[src/rtl/core/blsw_pkg.sv]
// ----------------------------------------------------------------------------
// blsw_pkg
// Shared constants, register codes and types of the banded line sum window.
// ----------------------------------------------------------------------------
package blsw_pkg;

  localparam int unsigned MAX_WIDTH  = 4096;
  localparam int unsigned MAX_TRACKS = 8;
  localparam int unsigned MAX_SLIT   = 16;

  localparam int unsigned PIXEL_W  = 8;
  localparam int unsigned WIDTH_W  = 13;
  localparam int unsigned TRACKS_W = 4;
  localparam int unsigned SLIT_W   = 5;
  localparam int unsigned TRACK_W  = $clog2(MAX_TRACKS);
  localparam int unsigned SLOT_W   = $clog2(MAX_SLIT);
  localparam int unsigned ACC_W    = 20;
  localparam int unsigned TOTAL_W  = 24;

  localparam int unsigned HIST_DEPTH = MAX_TRACKS * MAX_SLIT;
  localparam int unsigned HIST_AW    = $clog2(HIST_DEPTH);

  // scaled column position: up to (MAX_WIDTH + 1) * MAX_TRACKS
  localparam int unsigned POS_W = $clog2((MAX_WIDTH + 2) * MAX_TRACKS + 1);

  localparam int unsigned CFG_IDX_W  = 2;
  localparam int unsigned CFG_DATA_W = 13;

  typedef enum logic [CFG_IDX_W-1:0] {
    CFG_LINE_WIDTH   = 2'd0,
    CFG_TRACK_COUNT  = 2'd1,
    CFG_WINDOW_LINES = 2'd2
  } cfg_index_t;

  localparam logic [WIDTH_W-1:0]  LINE_WIDTH_RST   = WIDTH_W'(4096);
  localparam logic [TRACKS_W-1:0] TRACK_COUNT_RST  = TRACKS_W'(2);
  localparam logic [SLIT_W-1:0]   WINDOW_LINES_RST = SLIT_W'(1);

  // effective (clamped) configuration
  typedef struct packed {
    logic [WIDTH_W-1:0]  width;
    logic [TRACKS_W-1:0] tracks;
    logic [SLIT_W-1:0]   slit;
  } eff_cfg_t;

  // band end event handed from the band tracker to the window stage
  typedef struct packed {
    logic               valid;
    logic [TRACK_W-1:0] track;
    logic [SLOT_W-1:0]  slot;
    logic [ACC_W-1:0]   sum;
    logic               last;
  } band_done_t;

endpackage

[src/rtl/core/blsw_pix_if.sv]
// ----------------------------------------------------------------------------
// blsw_pix_if
// Pixel stream channel: valid/ready with one 8-bit pixel.
// ----------------------------------------------------------------------------
interface blsw_pix_if import blsw_pkg::*; ();
  logic               valid;
  logic               ready;
  logic [PIXEL_W-1:0] pixel;

  modport source (output valid, output pixel, input ready);
  modport sink   (input valid, input pixel, output ready);
endinterface

[src/rtl/core/blsw_smp_if.sv]
// ----------------------------------------------------------------------------
// blsw_smp_if
// Sample channel: valid/ready with track index, window sum and line end.
// ----------------------------------------------------------------------------
interface blsw_smp_if import blsw_pkg::*; ();
  logic               valid;
  logic               ready;
  logic [TRACK_W-1:0] track_index;
  logic [TOTAL_W-1:0] sample;
  logic               line_done;

  modport source (output valid, output track_index, output sample, output line_done,
                  input ready);
  modport sink   (input valid, input track_index, input sample, input line_done,
                  output ready);
endinterface

[src/rtl/core/blsw_cfg_if.sv]
// ----------------------------------------------------------------------------
// blsw_cfg_if
// Configuration write channel: valid/ready with register index and data.
// ----------------------------------------------------------------------------
interface blsw_cfg_if import blsw_pkg::*; ();
  logic                  valid;
  logic                  ready;
  logic [CFG_IDX_W-1:0]  index;
  logic [CFG_DATA_W-1:0] data;

  modport source (output valid, output index, output data, input ready);
  modport sink   (input valid, input index, input data, output ready);
endinterface

[src/rtl/core/banded_line_sum_window_unit.sv]
// ----------------------------------------------------------------------------
// banded_line_sum_window_unit
// Sums pixels over equal-width bands of each line and emits, per band, the
// moving window total of that band over the last window_lines lines.
//
//   channel   dir  payload                              transaction
//   pixels    in   pixel[7:0]                           valid & ready
//   samples   out  track_index[2:0] sample[23:0] line_done  valid & ready
//   cfg       in   index[1:0] data[12:0]                valid & ready
//
// One pixel per cycle while the window stage can take it. A band end reads the
// history memory at its accept edge; when the window stage advances, the entry
// is written back and the result is loaded into the output register.
// Reset and any write to a defined register clear all state at once (history
// by per-entry valid bits), with no clearing pass. A stalled sample holds the
// window stage; pixels keep flowing while the window stage is free.
// ----------------------------------------------------------------------------
module banded_line_sum_window_unit import blsw_pkg::*; (
  input logic   clk,
  input logic   rst,
  blsw_pix_if.sink   pixels,
  blsw_smp_if.source samples,
  blsw_cfg_if.sink   cfg
);

  logic [WIDTH_W-1:0]  line_width;
  logic [TRACKS_W-1:0] track_count;
  logic [SLIT_W-1:0]   window_lines;

  eff_cfg_t            eff;
  logic [TRACKS_W-1:0] t_clamp;
  logic                restart;
  logic                accept;
  logic                take;
  band_done_t          done;

  assign cfg.ready = 1'b1;

  always_comb begin
    case (cfg.index)
      CFG_LINE_WIDTH:   restart = cfg.valid;
      CFG_TRACK_COUNT:  restart = cfg.valid;
      CFG_WINDOW_LINES: restart = cfg.valid;
      default:          restart = 1'b0;
    endcase
  end

  always_ff @(posedge clk) begin
    if (rst) begin
      line_width   <= LINE_WIDTH_RST;
      track_count  <= TRACK_COUNT_RST;
      window_lines <= WINDOW_LINES_RST;
    end else if (cfg.valid) begin
      case (cfg.index)
        CFG_LINE_WIDTH:   line_width   <= cfg.data[WIDTH_W-1:0];
        CFG_TRACK_COUNT:  track_count  <= cfg.data[TRACKS_W-1:0];
        CFG_WINDOW_LINES: window_lines <= cfg.data[SLIT_W-1:0];
        default: ;
      endcase
    end
  end

  // clamp registers to their working ranges; no band may be empty
  always_comb begin
    if (line_width == '0) begin
      eff.width = WIDTH_W'(1);
    end else if (line_width > WIDTH_W'(MAX_WIDTH)) begin
      eff.width = WIDTH_W'(MAX_WIDTH);
    end else begin
      eff.width = line_width;
    end

    if (track_count == '0) begin
      t_clamp = TRACKS_W'(1);
    end else if (track_count > TRACKS_W'(MAX_TRACKS)) begin
      t_clamp = TRACKS_W'(MAX_TRACKS);
    end else begin
      t_clamp = track_count;
    end
    if (WIDTH_W'(t_clamp) > eff.width) begin
      eff.tracks = eff.width[TRACKS_W-1:0];
    end else begin
      eff.tracks = t_clamp;
    end

    if (window_lines == '0) begin
      eff.slit = SLIT_W'(1);
    end else if (window_lines > SLIT_W'(MAX_SLIT)) begin
      eff.slit = SLIT_W'(MAX_SLIT);
    end else begin
      eff.slit = window_lines;
    end
  end

  assign pixels.ready = take;
  assign accept       = pixels.valid && take;

  blsw_band_ctl u_band_ctl (
    .clk     (clk),
    .rst     (rst),
    .restart (restart),
    .eff     (eff),
    .accept  (accept),
    .pixel   (pixels.pixel),
    .done    (done)
  );

  blsw_window u_window (
    .clk        (clk),
    .rst        (rst),
    .restart    (restart),
    .accept     (accept),
    .done       (done),
    .take       (take),
    .out_ready  (samples.ready),
    .out_valid  (samples.valid),
    .out_track  (samples.track_index),
    .out_sample (samples.sample),
    .out_last   (samples.line_done)
  );

endmodule

[src/rtl/core/blsw_band_ctl.sv]
// ----------------------------------------------------------------------------
// blsw_band_ctl
// Tracks column, band and ring slot, accumulates the band sum and flags the
// last pixel of each band. Band ends are found without division: column c
// continues band b while (c + 2) * T <= (b + 1) * W, kept as scaled counters.
// ----------------------------------------------------------------------------
module blsw_band_ctl import blsw_pkg::*; (
  input  logic               clk,
  input  logic               rst,
  input  logic               restart,
  input  eff_cfg_t           eff,
  input  logic               accept,
  input  logic [PIXEL_W-1:0] pixel,
  output band_done_t         done
);

  logic [TRACK_W-1:0] band;
  logic [ACC_W-1:0]   acc;
  logic [POS_W-1:0]   pos;    // column * T
  logic [POS_W-1:0]   lim;    // band * W
  logic [SLOT_W-1:0]  slot;

  logic [ACC_W-1:0]    acc_sum;
  logic [POS_W-1:0]    t_ext;
  logic [POS_W-1:0]    w_ext;
  logic                cont;
  logic [TRACKS_W-1:0] band_inc;
  logic [SLIT_W-1:0]   slot_inc;

  always_comb begin
    acc_sum  = acc + ACC_W'(pixel);
    t_ext    = POS_W'(eff.tracks);
    w_ext    = POS_W'(eff.width);
    cont     = (pos + (t_ext << 1)) <= (lim + w_ext);
    band_inc = TRACKS_W'(band) + TRACKS_W'(1);
    slot_inc = SLIT_W'(slot) + SLIT_W'(1);

    done.valid = !cont;
    done.track = band;
    done.slot  = slot;
    done.sum   = acc_sum;
    done.last  = band_inc >= eff.tracks;
  end

  always_ff @(posedge clk) begin
    if (rst || restart) begin
      band <= '0;
      acc  <= '0;
      pos  <= '0;
      lim  <= '0;
      slot <= '0;
    end else if (accept) begin
      if (cont) begin
        acc <= acc_sum;
        pos <= pos + t_ext;
      end else begin
        acc <= '0;
        if (done.last) begin
          // wrap to the next line and advance the shared ring slot
          band <= '0;
          pos  <= '0;
          lim  <= '0;
          slot <= (slot_inc >= eff.slit) ? '0 : slot_inc[SLOT_W-1:0];
        end else begin
          band <= band_inc[TRACK_W-1:0];
          pos  <= pos + t_ext;
          lim  <= lim + w_ext;
        end
      end
    end
  end

endmodule

[src/rtl/core/blsw_window.sv]
// ----------------------------------------------------------------------------
// blsw_window
// History memory of band sums per track and ring slot, moving window totals
// and the output register. Read at band end, modify and write back when the
// stage advances; a read meeting the same edge's write takes forwarded data.
// ----------------------------------------------------------------------------
module blsw_window import blsw_pkg::*; (
  input  logic               clk,
  input  logic               rst,
  input  logic               restart,
  input  logic               accept,
  input  band_done_t         done,
  output logic               take,
  input  logic               out_ready,
  output logic               out_valid,
  output logic [TRACK_W-1:0] out_track,
  output logic [TOTAL_W-1:0] out_sample,
  output logic               out_last
);

  logic [ACC_W-1:0]      hist_mem [HIST_DEPTH];
  logic [HIST_DEPTH-1:0] hist_vld;
  logic [ACC_W-1:0]      rd_data;
  logic                  rd_vld;

  logic                  lw_vld;
  logic [HIST_AW-1:0]    lw_idx;
  logic [ACC_W-1:0]      lw_data;

  logic [TOTAL_W-1:0]    wt [MAX_TRACKS];
  band_done_t            s1;

  logic                  adv;
  logic                  issue;
  logic                  fire;
  logic [HIST_AW-1:0]    idx0;
  logic [HIST_AW-1:0]    idx1;
  logic [ACC_W-1:0]      old;
  logic [TOTAL_W-1:0]    total;

  always_comb begin
    adv   = !out_valid || out_ready;
    take  = !s1.valid || adv;
    issue = accept && done.valid;
    fire  = s1.valid && adv;
    idx0  = {done.track, done.slot};
    idx1  = {s1.track, s1.slot};
    if (lw_vld && (lw_idx == idx1)) begin
      old = lw_data;
    end else if (rd_vld) begin
      old = rd_data;
    end else begin
      old = '0;
    end
    total = wt[s1.track] + TOTAL_W'(s1.sum) - TOTAL_W'(old);
  end

  always_ff @(posedge clk) begin
    if (issue) begin
      rd_data <= hist_mem[idx0];
    end
    if (fire) begin
      hist_mem[idx1] <= s1.sum;
    end
  end

  // entries never written since the last clear read as zero
  always_ff @(posedge clk) begin
    if (rst || restart) begin
      hist_vld <= '0;
      rd_vld   <= 1'b0;
      lw_vld   <= 1'b0;
      lw_idx   <= '0;
      lw_data  <= '0;
    end else begin
      if (issue) begin
        rd_vld <= hist_vld[idx0];
      end
      if (fire) begin
        hist_vld[idx1] <= 1'b1;
        lw_vld         <= 1'b1;
        lw_idx         <= idx1;
        lw_data        <= s1.sum;
      end
    end
  end

  always_ff @(posedge clk) begin
    if (rst || restart) begin
      s1 <= '0;
    end else if (take) begin
      s1 <= '{valid: issue, track: done.track, slot: done.slot, sum: done.sum,
              last: done.last};
    end
  end

  always_ff @(posedge clk) begin
    if (rst || restart) begin
      for (int i = 0; i < MAX_TRACKS; i++) begin
        wt[i] <= '0;
      end
    end else if (fire) begin
      wt[s1.track] <= total;
    end
  end

  always_ff @(posedge clk) begin
    if (rst || restart) begin
      out_valid <= 1'b0;
    end else if (adv) begin
      out_valid <= s1.valid;
    end
  end

  always_ff @(posedge clk) begin
    if (fire) begin
      out_track  <= s1.track;
      out_sample <= total;
      out_last   <= s1.last;
    end
  end

endmodule
[src/flat_wrapper.sv]
// flat-port wrapper written by rule: the top's interface ports become plain ports
module banded_line_sum_window_unit_flat import blsw_pkg::*;
  (clk, rst, pixels_valid, pixels_pixel, pixels_ready, samples_valid, samples_track_index, samples_sample, samples_line_done, samples_ready, cfg_valid, cfg_index, cfg_data, cfg_ready);
  blsw_pix_if pixels_i ();
  blsw_smp_if samples_i ();
  blsw_cfg_if cfg_i ();
  input logic clk;
  input logic rst;
  input wire logic [$bits(pixels_i.valid)-1:0] pixels_valid;
  input wire logic [$bits(pixels_i.pixel)-1:0] pixels_pixel;
  output wire logic [$bits(pixels_i.ready)-1:0] pixels_ready;
  output wire logic [$bits(samples_i.valid)-1:0] samples_valid;
  output wire logic [$bits(samples_i.track_index)-1:0] samples_track_index;
  output wire logic [$bits(samples_i.sample)-1:0] samples_sample;
  output wire logic [$bits(samples_i.line_done)-1:0] samples_line_done;
  input wire logic [$bits(samples_i.ready)-1:0] samples_ready;
  input wire logic [$bits(cfg_i.valid)-1:0] cfg_valid;
  input wire logic [$bits(cfg_i.index)-1:0] cfg_index;
  input wire logic [$bits(cfg_i.data)-1:0] cfg_data;
  output wire logic [$bits(cfg_i.ready)-1:0] cfg_ready;
  assign pixels_i.valid = pixels_valid;
  assign pixels_i.pixel = pixels_pixel;
  assign pixels_ready = pixels_i.ready;
  assign samples_valid = samples_i.valid;
  assign samples_track_index = samples_i.track_index;
  assign samples_sample = samples_i.sample;
  assign samples_line_done = samples_i.line_done;
  assign samples_i.ready = samples_ready;
  assign cfg_i.valid = cfg_valid;
  assign cfg_i.index = cfg_index;
  assign cfg_i.data = cfg_data;
  assign cfg_ready = cfg_i.ready;
  banded_line_sum_window_unit u_core (.clk(clk), .rst(rst), .pixels(pixels_i), .samples(samples_i), .cfg(cfg_i));
endmodule
[config.mk]
export PLATFORM = sky130hd
export DESIGN_NAME = banded_line_sum_window_unit_flat
export DESIGN_NICKNAME = d
export VERILOG_FILES = /design/src/rtl/core/blsw_pkg.sv /design/src/rtl/core/blsw_pix_if.sv /design/src/rtl/core/blsw_smp_if.sv /design/src/rtl/core/blsw_cfg_if.sv /design/src/rtl/core/banded_line_sum_window_unit.sv /design/src/rtl/core/blsw_band_ctl.sv /design/src/rtl/core/blsw_window.sv /design/src/flat_wrapper.sv
export SDC_FILE = /design/constraint.sdc
export NUM_CORES = 2
export LEC_CHECK = 0
export BUFFER_PORTS_ARGS = -buffer_cell sky130_fd_sc_hd__buf_2
export CORE_MARGIN = 2
export CORE_UTILIZATION = 61
export DETAILED_ROUTE_END_ITERATION = 16
export PLACE_DENSITY = 0.77
export SETUP_SLACK_MARGIN = 0.05
export SYNTH_ARGS = -nofsm -noshare
export SYNTH_HDL_FRONTEND = slang
export SYNTH_SLANG_ARGS = --single-unit
[constraint.sdc]
create_clock -name clk -period 17.7 [get_ports clk]
set_input_delay 0.885 -clock clk [delete_from_list [all_inputs] [get_ports clk]]
set_output_delay 0.885 -clock clk [all_outputs]
set_load 0.005 [all_outputs]
==> out/qor.csv <==
metric;value;unit
warning count from the yosys run;0;
Crit path required time;18470;ps
die height;450;um
Detailed Route WL;313;mm
# DRC;0;
CP cell instances;nor4_1 -> nand2_1 -> or4_1 -> a21oi_1 -> ha_1 -> a41o_1 -> nor3_1 -> o21ai_0 -> ha_1 -> fa_1 -> a21o_1 -> a21oi_1 -> nand3b_1 -> nor3_1 -> xor2_1 -> ha_1 -> nand4_1 -> or2_2 -> o311ai_1 -> nand3_1 -> buf_4 -> o21ai_1 -> nor2_1;
CORE AREA;0.198;mm^2
r2r endpoint;u_core.u_band_ctl.pos[6];
worst-margin pin slew;1400;ps
P&R area growth vs syn;11.3;%
Final Max Slew Viols;0;
Worst Skew;64.0;ps
cell depth of the worst hold path;3;
Vias/cell;6.89;
commonest register cell after synthesis;edfxtp_1;
port bufs;57;
flops & latches, synth;3071;
syn nets;6270;
critical path's slowest cell;o21ai_1;
Distinct cells, synth;65;
fin worst setup slack;10210;ps
Startpoint Class;flip-flop;
GR Util All Layers;31.2;%
CTS Hold Bufs;0;
FF+latch area;0.0896;mm^2
asr flop ratio synth;0;%
Worst Hold Class;in -> reg;
status;complete, no violations;
# fillers;11614;
post-DP HPWL;163;mm
CP arrival;8260;ps
Num Clock Sinks;3071;
VDD IR max;0.0000974;V
Ports;59;
Clock Path Buffers;4;
critical path type;reg -> reg;
htree depth;5;
commonest non-fill, non-tap cell in the layout;edfxtp_1;
clock slew at reported path FFs;60;ps
CTS resizes;0;
initial core utilization;61.5;%
part of the cycle the worst path needs;42.3;%
pwr/cell area;108;mW/mm^2
vias in the first global route;63662;
final net count;6451;
Multi-input gate area;0.0310;mm^2
Setup Buffers After CTS;0;
most frequent cells in the layout;edfxtp_1, mux4_2, nor2_1, clkbuf_16, nand2_1;
most frequent CP cell;ha_1;
Cell Area, Synth;0.122;mm^2
ratio of cells with drive above 1 in the final layout;26.0;%
TritonCTS clock tree;yes;
global-route wire length before repair;450;mm
Worst Setup End Kind;flip-flop;
die area;0.203;mm^2
Die X-Extent;450;um
cell count of the worst reg-to-reg path;23;
total grt overflow;0;
Reg2Reg Launch Point;u_core.line_width[4];
Crit path largest cell delay;590;ps
CTS Buf Count;310;
Max Fclk;133;MHz
antenna violations before repair;23;
crit path time final;7490;ps
DRT Pass-1 Iters;7;
post-route ant nets;0;
Final Hold Vio Count;0;
cell taking the most area after synthesis;edfxtp_1;
number of synthesized flops with an enable pin;2800;
wire per inst;34.1;um
internal reg-to-reg setup slack;10210;ps
Syn Area/Cell;19.8;um^2
sequential-to-total area share from yosys stat;73.7;%
Post-Syn Instances;6134;
max-capacitance violation count;0;
Setup TNS;0;ps
RSZ-0062 raised after global routing;no;
CP Capture Point;u_core.u_band_ctl.pos[6];
setup violators final;0;
post-synth top area share;69.2;%
Leakage;0.0458;uW
drt first-iter violations;9603;
slew margin rel.;6.71;%
synth top area cells;edfxtp_1, mux4_2, dfxtp_1;
fin util;68.4;%
Vias;63243;
Rows;163;
CP max FO;29;
CP Launch Point;u_core.line_width[4];
largest net degree at the start of global routing;126;
clock root cell;clkbuf_16;
RePlAce Congestion;0.866;
clock latency on the worst-skew pair;930;ps
pre-CTS WS;10300;ps
-- per-stage QoR --
step | cells | area [um^2] | power [uW] | hold slack [ps]
global route | 9181 | 135000 | 14900 | 164
detailed placement | 8643 | 126000 | 8440 | 447
global placement | 8643 | 126000 | 8430 | 442
CTS | 9178 | 135000 | 14600 | 123
floorplan | 6134 | 122000 | 8310 | 406
finish | 9185 | 135000 | 14600 | 185
-- state kept, by name (all words and copies together), names as in the netlist, named ones only --
register	count
u_core.u_window.out_valid	1
u_core.u_window.idx1	7
u_core.u_window.hist_mem	2560
u_core.u_window.rd_data	20
u_core.u_window.lw_data	20
u_core.u_band_ctl.slot	4
u_core.u_window.out_sample	24
u_core.u_window.lw_idx	7
u_core.u_window.rd_vld	1
u_core.u_band_ctl.lim	16
u_core.u_window.out_last	1
u_core.track_count	4
u_core.window_lines	5
u_core.u_window.hist_vld	128
u_core.u_band_ctl.acc	20
u_core.u_window.s1	22
u_core.u_band_ctl.band	3
u_core.u_band_ctl.pos	16
u_core.u_window.lw_vld	1
u_core.u_window.wt	192
u_core.line_width	13
u_core.u_window.out_track	3
-- critical path: cells and delay by family, from the launching register on --
kind | cells | cell delay (ps)
xor gates and xnor gates | 1 | 140
AOI/OAI and AO/OA | 7 | 2360
and+or+nand+nor | 10 | 2750
DFF | 1 | 320
adders and majority gates | 4 | 1350
buffers and inverters | 1 | 410
-- logic make-up after synthesis --
logic type	Yosys count	share of synthesized area (%)
other	1	0.00309
and+or+nand+nor	1105	3.85
muxes	986	17.5
buffers and inverters	439	1.47
DFF	3071	73.7
AOI/OAI and AO/OA	341	1.69
adders and majority gates	108	1.26
xor gates and xnor gates	83	0.598
-- worst min-delay path by stage --
stage                                    start                           end  slack, ps
floorplan              u_core.u_window.idx1[5]  u_core.u_window.out_track[1]        410
global placement      u_core.u_band_ctl.acc[0]      u_core.u_band_ctl.acc[0]        440
detailed placement  u_core.u_window.lw_data[7]    u_core.u_window.lw_data[7]        450
CTS                               cfg_data[12]         u_core.line_width[12]        120
global route                       cfg_data[7]          u_core.line_width[7]        160
finish                            cfg_data[12]         u_core.line_width[12]        180
-- report_power, final --
part           total [uW]  switching (uW)  internal, uW
sequential           7950            42.3          7900
combinational         349             259          90.4
clock                6300            2690          3610
-- per-layer routing --
metal	vias up	track usage, %	part of all wire, %
met3	821	7.27	11
met1	32979	41.3	35
met4	16	14.2	5.2
met5	-	0	0.070
li1	25077	-	-
met2	4350	49.9	49
-- layout make-up --
cell class / count / share of cell area [%]
clock buffer: 409 / 6.22
timing repair buffer: 196 / 1.03
sequential: 3071 / 66.2
tap: 2640 / 2.44
clock inverter: 126 / 0.817
multi-input combinational: 2624 / 22.9
antenna: 7 / 0.0130
inverter: 112 / 0.313
-- cell usage after synthesis, types with 3 or more instances --
library cell / instances
o41ai_1: 3
buf_2: 79
or3_1: 23
buf_6: 4
mux2i_1: 72
nand4_1: 20
a221oi_1: 20
inv_1: 109
a21oi_1: 152
nor2_1: 633
nor3_1: 18
and2_1: 13
edfxtp_1: 2800
nor2b_1: 39
buf_1: 52
nand2_1: 251
a211o_1: 3
or2_2: 4
mux2_2: 5
clkbuf_1: 190
mux4_2: 909
or4_1: 9
nand2b_1: 13
a31oi_1: 5
nand4b_1: 5
and3_1: 10
ha_1: 84
xor2_1: 40
o21bai_1: 5
nand3_1: 45
xnor2_1: 43
nor4_1: 7
o21a_1: 14
dfxtp_1: 271
o22ai_1: 7
o31ai_1: 3
nand3b_1: 7
fa_1: 24
o21ai_0: 67
a21o_1: 32
and4_1: 3
a2bb2oi_1: 3
a211oi_1: 6
o211ai_1: 5
(Power assumes the default switching activity.)
